===== src/hw/rtl/tfu_pkg.sv =====
// Shared types and constants for the texel format unpacker.
`default_nettype none

package tfu_pkg;

    // Source format codes as written to the format register
    typedef enum logic [2:0] {
        FMT_RGBA8888 = 3'd0,
        FMT_RGBA4444 = 3'd1,
        FMT_RGB565   = 3'd2,
        FMT_LA88     = 3'd3,
        FMT_L8       = 3'd4
    } t_src_fmt;

    localparam int FMT_W   = 3;
    localparam int BYTE_W  = 8;
    localparam int HELD_N  = 3;
    localparam int PHASE_W = 2;
    localparam int NEED_W  = 3;

    localparam logic [BYTE_W-1:0] ALPHA_OPAQUE = 8'hff;

    typedef logic [BYTE_W-1:0] t_byte;

    // One expanded RGBA8888 pixel, red in the low byte
    typedef struct packed {
        t_byte alpha;
        t_byte blue;
        t_byte green;
        t_byte red;
    } t_pixel;

    // Bytes per pixel for a format code; zero for codes without a format
    function automatic logic [NEED_W-1:0] bytes_per_pixel(input logic [FMT_W-1:0] fmt);
        logic [NEED_W-1:0] need;
        case (fmt)
            FMT_RGBA8888: need = 3'd4;
            FMT_RGBA4444: need = 3'd2;
            FMT_RGB565:   need = 3'd2;
            FMT_LA88:     need = 3'd2;
            FMT_L8:       need = 3'd1;
            default:      need = 3'd0;
        endcase
        return need;
    endfunction

    // Widen a 4-bit channel to 8 bits (n * 17)
    function automatic t_byte expand_nibble(input logic [3:0] n);
        return {n, n};
    endfunction

endpackage

`default_nettype wire


===== src/hw/rtl/texel_format_unpacker_unit.sv =====
// Texel format unpacker: byte stream in, RGBA8888 pixel stream out.
//
// Usage:
//   Slave stream carries one texture byte per word (tdata) and a start-of-image
//   flag (tuser); the flag restarts the byte phase at that byte. The master
//   stream carries one RGBA8888 pixel per word. The format register, written
//   through i_cfg_wr_en / i_cfg_wr_data while the block is idle, picks the
//   source format and thus how many bytes build one pixel (4, 2 or 1).
//   Codes without a format swallow bytes and produce nothing.
// Throughput and path:
//   One byte is taken every cycle while s_axis_tready is high. The pixel is
//   registered in the output register, or in the skid register while the
//   output register holds a waiting pixel; the expansion is a single pass of
//   byte selection between the phase/held-byte registers and the output register.
// Reset:
//   Synchronous, active low. Clears the phase, the held bytes, the format
//   (RGBA8888) and both output slots.
// Stall:
//   A two-slot output (output register plus skid register) keeps s_axis_tready
//   high while one pixel waits; tready drops only when both slots hold pixels.
`default_nettype none

module texel_format_unpacker_unit (
    input  wire logic                   i_clk,
    input  wire logic                   i_rst_n,
    // format register write
    input  wire logic                   i_cfg_wr_en,
    input  wire logic [tfu_pkg::FMT_W-1:0] i_cfg_wr_data,
    // byte stream in
    input  wire logic                   s_axis_tvalid,
    output logic                        s_axis_tready,
    input  wire logic [7:0]             s_axis_tdata,  // [7:0] data_byte
    input  wire logic [0:0]             s_axis_tuser,  // [0] start_of_image
    // pixel stream out
    output logic                        m_axis_tvalid,
    input  wire logic                   m_axis_tready,
    output logic [31:0]                 m_axis_tdata   // [7:0] red, [15:8] green,
                                                       // [23:16] blue, [31:24] alpha
);
    import tfu_pkg::*;

    logic [FMT_W-1:0]   r_src_fmt;
    t_byte              r_held [HELD_N];
    logic [PHASE_W-1:0] r_phase;
    logic [PHASE_W-1:0] n_phase;
    t_pixel             r_out;
    logic               r_out_valid;
    t_pixel             r_skid;
    logic               r_skid_valid;

    logic               in_fire;
    logic               out_fire;
    logic [PHASE_W-1:0] cur_phase;
    logic [NEED_W-1:0]  need;
    logic               pix_done;
    logic               hold_byte;
    t_byte              data;
    t_pixel             pix;
    logic [15:0]        p16;

    assign data          = s_axis_tdata;
    assign s_axis_tready = !r_skid_valid;
    assign in_fire       = s_axis_tvalid && s_axis_tready;
    assign out_fire      = r_out_valid && m_axis_tready;
    assign m_axis_tvalid = r_out_valid;
    assign m_axis_tdata  = r_out;

    // Work out where this byte lands in the current pixel
    always_comb begin
        cur_phase = s_axis_tuser[0] ? '0 : r_phase;
        need      = bytes_per_pixel(r_src_fmt);
        hold_byte = (need != '0) && (({1'b0, cur_phase} + 3'd1) < need);
        pix_done  = (need != '0) && !hold_byte;
        if (hold_byte) begin
            n_phase = cur_phase + 2'd1;
        end else begin
            n_phase = '0;
        end
    end

    // Expand the completed pixel; the last byte is always the current one
    always_comb begin
        p16 = {data, r_held[0]};
        case (r_src_fmt)
            FMT_RGBA8888: begin
                pix = '{alpha: data, blue: r_held[2], green: r_held[1], red: r_held[0]};
            end
            FMT_RGBA4444: begin
                pix = '{alpha: expand_nibble(p16[3:0]),   blue: expand_nibble(p16[7:4]),
                        green: expand_nibble(p16[11:8]), red: expand_nibble(p16[15:12])};
            end
            FMT_RGB565: begin
                pix = '{alpha: ALPHA_OPAQUE, blue: {p16[4:0], 3'b000},
                        green: {p16[10:5], 2'b00}, red: {p16[15:11], 3'b000}};
            end
            FMT_LA88: begin
                pix = '{alpha: data, blue: r_held[0], green: r_held[0], red: r_held[0]};
            end
            default: begin
                pix = '{alpha: data, blue: data, green: data, red: data};
            end
        endcase
    end

    // Format register
    always_ff @(posedge i_clk) begin
        if (!i_rst_n) begin
            r_src_fmt <= FMT_RGBA8888;
        end else if (i_cfg_wr_en) begin
            r_src_fmt <= i_cfg_wr_data;
        end
    end

    // Byte phase and held bytes
    always_ff @(posedge i_clk) begin
        if (!i_rst_n) begin
            r_phase <= '0;
            for (int k = 0; k < HELD_N; k++) begin
                r_held[k] <= '0;
            end
        end else if (in_fire) begin
            r_phase <= n_phase;
            if (hold_byte) begin
                case (cur_phase)
                    2'd0:    r_held[0] <= data;
                    2'd1:    r_held[1] <= data;
                    2'd2:    r_held[2] <= data;
                    default: r_held[0] <= r_held[0];
                endcase
            end
        end
    end

    // Output slot and skid slot: refill from skid first, else take the new pixel
    always_ff @(posedge i_clk) begin
        if (!i_rst_n) begin
            r_out_valid  <= 1'b0;
            r_skid_valid <= 1'b0;
        end else if (r_skid_valid) begin
            if (out_fire) begin
                r_out        <= r_skid;
                r_skid_valid <= 1'b0;
            end
        end else if (in_fire && pix_done) begin
            if (!r_out_valid || out_fire) begin
                r_out       <= pix;
                r_out_valid <= 1'b1;
            end else begin
                r_skid       <= pix;
                r_skid_valid <= 1'b1;
            end
        end else if (out_fire) begin
            r_out_valid <= 1'b0;
        end
    end

endmodule

`default_nettype wire


===== config.mk =====
export PLATFORM = sky130hd
export DESIGN_NAME = texel_format_unpacker_unit
export DESIGN_NICKNAME = d
export VERILOG_FILES = /design/src/hw/rtl/tfu_pkg.sv /design/src/hw/rtl/texel_format_unpacker_unit.sv
export SDC_FILE = /design/constraint.sdc
export NUM_CORES = 1
export LEC_CHECK = 0
export ABC_AREA = 1
export BUFFER_PORTS_ARGS = -buffer_cell sky130_fd_sc_hd__buf_2
export CORE_MARGIN = 10
export CORE_UTILIZATION = 44
export DETAILED_ROUTE_END_ITERATION = 10
export PLACE_DENSITY = 0.66
export SYNTH_ARGS = -nofsm -noshare
export SYNTH_HDL_FRONTEND = slang
export SYNTH_SLANG_ARGS = --single-unit

===== constraint.sdc =====
create_clock -name i_clk -period 3.7 [get_ports i_clk]
set_input_delay 0.37 -clock i_clk [delete_from_list [all_inputs] [get_ports i_clk]]
set_output_delay 0.37 -clock i_clk [all_outputs]
set_load 0.01 [all_outputs]

==> metrics.cfg, run 1 <==
[pwr]
leakagePower_nw=2.01
pwr_density_nw_per_um2=487
power.ir.vdd_worst_mv=0.208

[cells_and_area]
fillerInstances=866
area_overhead_vs_synth_pct=15.3
postLayoutCellArea_um2=4840
fin_nets=490
drive_above_1_share_pct=16.3
antenna_cells_inserted=0

[clock_network]
cts_inserted_buffers=9
cts-resized-gates=0
sink_count=95
clock_path_buffers=2
clkLatencyLatePin_ns=0.36
postCtsSetupBuffers=0
tritoncts_clock_tree=done
clk_pin_slew_ns=0.09
htree_num_levels=3
cts_hold_buf=0
clockRootBuffer=sky130_fd_sc_hd__clkbuf_8

[setup_path]
worst_r2r_path_depth=12
critical_path_class=reg -> reg
cp_slowest_stage_delay_ns=0.36
critical_path.reg2reg.endpoint=m_axis_tdata[8]$_DFFE_PP_
worstReg2RegStart=r_phase[0]$_SDFFE_PN0P_
setup.reg_to_reg.worst_slack_ns=1.03
cp_data_required_time_ns=3.71
worstSetupStartpointType=flop
worstPathMaxFanout=32
setup.worst_path.end_class=flop
worst_path_max_delay_cell=sky130_fd_sc_hd__buf_4
worst_ep_arrival_time_ns=2.68
cp_cell_sequence=inv_1, nor2_1, inv_1, ha_1, ha_1, nand2_1, inv_1, nand2_1, nand2_1, nand3_1, a21oi_4, buf_4

[route]
drt-vias-per-instance=5.24
post-route-drc-count=0
vias=3143
drtIter0Drc=252
ant_nets=0
detail_route.wirelength_mm=9.50
drt_pass1_iterations=5
wl_per_cell_um=15.8

[global_route]
globalRouteTotalUtil_pct=13.7
grt.met3_usage_pct=2.54
grt_pass1_wl_mm=15.6
largest_net_degree_at_the_start_of_global_routing=34
grtUsageMet1_pct=17.0
via_count_of_the_first_global_routing_pass=3088
grt_most_used_layer=met2
overflow=0
gr-usage-met2_pct=22.5
antenna_found_initial=0

[sta]
final_min_period_over_clock_period_pct=72.1
slew_viol_final=0
rsz0062_at_grt=no
finalClockSkew_ns=0.0136
max_clock_freq_mhz=375
worst_pin_slew_ns=0.702
finalHoldViolCount=0
worst_slew_margin_rel_pct=53.2
final_worst_path_period_need_ns=2.67
finalSetupViolCount=0
timing.setup.tns_ns=0

[yosys]
yosys.area_share.simple_pct=20.2
netlist_instances=413
netlist-cell-type-count=20
synth-adder-area-share_pct=1.79
yosys.area.top_type=sky130_fd_sc_hd__edfxtp_1
mapped_cell_area_um2=4200
post_synth_xor_area_fraction_pct=0
synth-main-ff-cell=sky130_fd_sc_hd__edfxtp_1
synth_top_family_by_area=simple AND/OR/NAND/NOR gates
synthTopCellsByArea=sky130_fd_sc_hd__edfxtp_1 63%, sky130_fd_sc_hd__nand2_1 15%, sky130_fd_sc_hd__dfxtp_1 3.3%, sky130_fd_sc_hd__inv_1 3.3%, sky130_fd_sc_hd__o21ai_0 2.6%
yosys_warnings=0
post-synth-top-area-fraction_pct=62.9
share_of_the_synthesized_area_in_compound_gates_ao_oa_aoi_oai_pct=6.88
synth.area.mux_share_pct=0
post_synth.cell_area_avg_um2=10.2
synth_seq_cells=95
synth-edff-count=88
synth-seq-area-share_pct=66.2
post_synth_arst_share_pct=0
synth_nets=436

[die]
number_of_rows_created_at_floorplan=35
design.portCount=51
core_area_um2=9280
die_width_um=118
die-height_um=118
initial_core_util_pct=45.2
die_area_um2=13900

[placement]
placed_area_um2=4610
dp_hpwl_mm=6.95
gp_congestion=0.901
port_buffers=50

[min_path]
hold_start=i_cfg_wr_data[0]
worst_hold_path_type=in -> reg
min_delay_path_depth=3
hold_path_end=r_src_fmt[0]$_SDFFE_PN0P_

[run_status]
run_status=completed

[job]
max_cap_check_violation_count=0

[synthesized netlist by cell type (2+ instances only)]
master,number
sky130_fd_sc_hd__buf_4,2
sky130_fd_sc_hd__nand4_1,13
sky130_fd_sc_hd__nor2_2,3
sky130_fd_sc_hd__a21oi_1,14
sky130_fd_sc_hd__o21ai_0,22
sky130_fd_sc_hd__nand3_1,9
sky130_fd_sc_hd__nor2_1,19
sky130_fd_sc_hd__buf_2,3
sky130_fd_sc_hd__dfxtp_1,7
sky130_fd_sc_hd__clkbuf_1,6
sky130_fd_sc_hd__inv_1,37
sky130_fd_sc_hd__o211ai_1,3
sky130_fd_sc_hd__ha_1,6
sky130_fd_sc_hd__inv_2,3
sky130_fd_sc_hd__nand2_1,166
sky130_fd_sc_hd__o2111ai_1,9
sky130_fd_sc_hd__edfxtp_1,88
[where the power goes]
part	leakage (nW)	internal [mW]	switching, mW
registers	0.893	1.25	0.0271
logic	1.00	0.0806	0.194
clock network	0.113	0.448	0.358
[area by class of cell]
class / count / area, um^2 / share of cell area, %
repair buffers: 55 / 288 / 5.94
clock inverters: 5 / 106 / 2.20
flip-flops and latches: 95 / 2780 / 57.5
well taps: 129 / 161 / 3.33
inverters: 40 / 150 / 3.10
multi-input cells: 266 / 1220 / 25.3
clock buffers: 10 / 128 / 2.64
[cell usage in the layout, fill, tap and decap left out]
cell	count
sky130_fd_sc_hd__nand2_1	166
sky130_fd_sc_hd__o211ai_1	3
sky130_fd_sc_hd__inv_2	3
sky130_fd_sc_hd__nor2_1	18
sky130_fd_sc_hd__ha_1	6
sky130_fd_sc_hd__a21boi_0	1
sky130_fd_sc_hd__buf_2	50
sky130_fd_sc_hd__o2111ai_1	9
sky130_fd_sc_hd__nor2_2	4
sky130_fd_sc_hd__nand3_1	9
sky130_fd_sc_hd__clkbuf_1	1
sky130_fd_sc_hd__dfxtp_1	7
sky130_fd_sc_hd__edfxtp_1	88
sky130_fd_sc_hd__nand3b_1	1
sky130_fd_sc_hd__a21oi_1	13
sky130_fd_sc_hd__buf_4	5
sky130_fd_sc_hd__a21oi_4	1
sky130_fd_sc_hd__inv_6	1
sky130_fd_sc_hd__inv_1	37
sky130_fd_sc_hd__clkbuf_8	9
sky130_fd_sc_hd__bufinv_16	3
sky130_fd_sc_hd__nand4_1	13
sky130_fd_sc_hd__o21ai_0	22
sky130_fd_sc_hd__clkinvlp_4	1
[flip-flops by register name (all words and copies together) (netlist names)]
name	cells
r_skid	32
r_skid_valid	1
m_axis_tvalid	1
m_axis_tdata	32
r_held	24
r_phase	2
r_src_fmt	3
[per-layer routing]
layer	routed length, um	up-vias
li1	-	1504
met1	4160	1496
met2	4550	120
met3	514	23
met4	274	0
met5	0	-
[critical path: cells and delay by family (launching register included)]
kind                     cells  cell delay (ns)
AND/OR/NAND/NOR              5             0.64
adder cells (fa/ha/maj)      2             0.61
buffers and inverters        4             0.56
flip-flops                   1             0.33
AO/OA/AOI/OAI                1             0.16
[kinds of logic after synthesis]
kind of cell	after synthesis
and+or+nand+nor	211
DFF	95
buffers and inverters	52
AOI/OAI and AO/OA	49
adders and majority gates	6
[per-stage QoR]
stage / total power [mW] / setup slack, ns / utilization, % / std cells / hold WS (ns)
finish: 2.36 / 1.03 / 52.1 / 600 / 0.300
global route: 2.45 / 0.758 / 52.1 / 600 / 0.308
CTS: 2.37 / 1.01 / 52.1 / 600 / 0.285
detailed placement: 1.58 / 0.863 / 49.6 / 585 / 0.463
global placement: 1.57 / 0.969 / 49.6 / 585 / 0.456
floorplan: 1.47 / 0.0652 / - / 413 / 0.445
[worst max path at each step]
stage	startpoint	end	slack (ns)	cells past startpoint
6_report	r_phase[0]$_SDFFE_PN0P_	m_axis_tdata[8]$_DFFE_PP_	1.03	12
5_1_grt	r_phase[0]$_SDFFE_PN0P_	m_axis_tdata[8]$_DFFE_PP_	0.76	12
4_1_cts	r_phase[0]$_SDFFE_PN0P_	m_axis_tdata[8]$_DFFE_PP_	1.01	12
3_5_place_dp	s_axis_tuser	m_axis_tdata[19]$_DFFE_PP_	0.86	12
3_3_place_gp	s_axis_tuser	m_axis_tdata[16]$_DFFE_PP_	0.97	12
2_1_floorplan	s_axis_tuser	m_axis_tdata[0]$_DFFE_PP_	0.07	10
No activity file was read; power rests on OpenSTA's default activity.
==> run 2, diff against run 1 <==
==> constraint.sdc (replaced) <==
create_clock -name i_clk -period 2.3 [get_ports i_clk]
set_input_delay 0.23 -clock i_clk [delete_from_list [all_inputs] [get_ports i_clk]]
set_output_delay 0.23 -clock i_clk [all_outputs]
set_load 0.01 [all_outputs]
==> run 2 against run 1 <==
Utilization increased by 4.1 points. Critical path depth increased by 1. Sequential share of layout area decreased by 4.1 points. Via count increased by 1.8%. Clock-buffer cell count decreased by 1. Critical path type unchanged. Critical endpoint is now m_axis_tdata[27]$_DFFE_PP_.
==> metrics.cfg, run 2 (same netlist as run 1, synthesis figures left out) <==
[cells_and_area]
drive_above_1_share_pct=24.4
area_overhead_vs_synth_pct=24.3
fin_nets=518
antenna_cells_inserted=0
mostFrequentLayoutCells=163 x sky130_fd_sc_hd__nand2_1, 88 x sky130_fd_sc_hd__edfxtp_1, 50 x sky130_fd_sc_hd__buf_2
final_design_utilization_pct=56.2
layout_commonest_cell=sky130_fd_sc_hd__nand2_1

[die]
number_of_rows_created_at_floorplan=35
die_area_um2=13900
die-height_um=118
initial_core_util_pct=45.2
core_area_um2=9280
design.portCount=51
die_width_um=118

[min_path]
worst_hold_path_type=in -> reg
hold_start=i_cfg_wr_data[2]

[setup_path]
cp_data_required_time_ns=2.40
setup.worst_path.end_class=flop
worstPathMaxFanout=8
cp_cell_sequence=inv_2, nor2_4, inv_2, ha_4, ha_4, nand2_2, inv_2, nand2_2, nand2_2, nand3_4, buf_6, a21oi_4, clkbuf_16
startpoint=r_phase[1]$_SDFFE_PN0P_
worst_path_dominant_cell_family=buffers and inverters
worst_ep_arrival_time_ns=2.39
worstSetupStartpointType=flop
cp_slowest_stage_delay_ns=0.34
worst-path-buf-inv=5
worstReg2RegStart=r_phase[1]$_SDFFE_PN0P_
worst_path_max_delay_cell=sky130_fd_sc_hd__dfxtp_2
critical_path_class=reg -> reg

[job]
max_cap_check_violation_count=0

[clock_network]
clock_path_buffers=2
htree_num_levels=3
tritoncts_clock_tree=done
cts_inserted_buffers=9
cts_hold_buf=0
sink_count=95
clkLatencyLatePin_ns=0.37
clockRootBuffer=sky130_fd_sc_hd__clkbuf_8
clk_pin_slew_ns=0.09

[global_route]
antenna_found_initial=0
overflow=0
globalRouteTotalUtil_pct=14.2
largest_net_degree_at_the_start_of_global_routing=35
via_count_of_the_first_global_routing_pass=3072
grt_pass1_wl_mm=15.9

[sta]
final_min_period_over_clock_period_pct=99.6
whs_ns=0.143
rsz0062_at_grt=yes
max_clock_freq_mhz=436
finalSetupViolCount=0
worst_slew_margin_rel_pct=56.0
finalHoldViolCount=0
worst_pin_slew_ns=0.660
finalClockSkew_ns=0.0112
slew_viol_final=0
final_worst_path_period_need_ns=2.29

[route]
drtIter0Drc=235
ant_nets=0
wl_per_cell_um=16.1
post-route-drc-count=0
detail_route.wirelength_mm=10.1
vias=3199
drt_pass1_iterations=5
drt-vias-per-instance=5.09

[placement]
gp_congestion=0.906
dp_hpwl_mm=7.18
port_buffers=50

[pwr]
pwr_density_nw_per_um2=731
leakagePower_nw=2.17
power.ir.vdd_worst_mv=0.330

[run_status]
run_status=completed

==> run 2: path summary, 6_finish.rpt <==
check	end	slack, ns	depth (start not counted)
hold reg to reg	r_phase[0]$_SDFFE_PN0P_	0.47	2
setup reg to reg	m_axis_tdata[27]$_DFFE_PP_	0.008	13
setup / recovery	m_axis_tdata[27]$_DFFE_PP_	0.008	13
hold / removal	r_src_fmt[2]$_SDFFE_PN0P_	0.14	3
==> run 2: worst register-to-register path, cell delays in order (launching register included) <==
cell and delay, ns:
sky130_fd_sc_hd__dfxtp_2 0.34, sky130_fd_sc_hd__inv_2 0.04, sky130_fd_sc_hd__nor2_4 0.10, sky130_fd_sc_hd__inv_2 0.07, sky130_fd_sc_hd__ha_4 0.25, sky130_fd_sc_hd__ha_4 0.26, sky130_fd_sc_hd__nand2_2 0.04, sky130_fd_sc_hd__inv_2 0.04
sky130_fd_sc_hd__nand2_2 0.05, sky130_fd_sc_hd__nand2_2 0.09, sky130_fd_sc_hd__nand3_4 0.08, sky130_fd_sc_hd__buf_6 0.14, sky130_fd_sc_hd__a21oi_4 0.30, sky130_fd_sc_hd__clkbuf_16 0.23
==> run 2: area by class of cell <==
cell class | instances | area [um^2]
repair buffers | 82 | 594
clock buffers | 9 | 124
inverters | 40 | 150
flip-flops and latches | 95 | 2790
clock inverters | 7 | 105
well taps | 129 | 161
fillers | 831 | 4060
multi-input cells | 267 | 1300
==> run 2: what timing repair did <==
item | in CTS | in global routing
buffers inserted | 0 | 6
pin swaps | 1 | 2
resized for setup | 2 | 3
gates cloned | 1 | 2
setup endpoints to repair | 32 | 78
==> run 2: layer usage <==
metal	routed length [um]	up-vias	global-route usage, %
li1	-	1565	-
met1	4580	1504	18.4
met2	4600	112	22.1
met3	689	18	4.08
met4	237	0	5.33
met5	0	-	0
==> run 2: where the power goes <==
part           leakage [nW]  internal [mW]  switching (mW)
clock network         0.112          0.627           0.604
logic                  1.17          0.195           0.343
registers             0.894           2.01          0.0379
total                  2.17           2.83           0.985
==> run 2: through the flow <==
step           setup TNS (ns)  total power [mW]  std cells  area, um^2  setup slack [ns]
6_report                    0              3.82        629        5220           0.00837
3_3_place_gp            -2.26              2.58        604        4850           -0.0735
5_1_grt                 -1.90              3.97        629        5220           -0.0718
4_1_cts                     0              3.80        621        5100            0.0208
3_5_place_dp            -4.20              2.59        604        4850            -0.134
2_1_floorplan           -2.34              2.38        413        4280           -0.0649
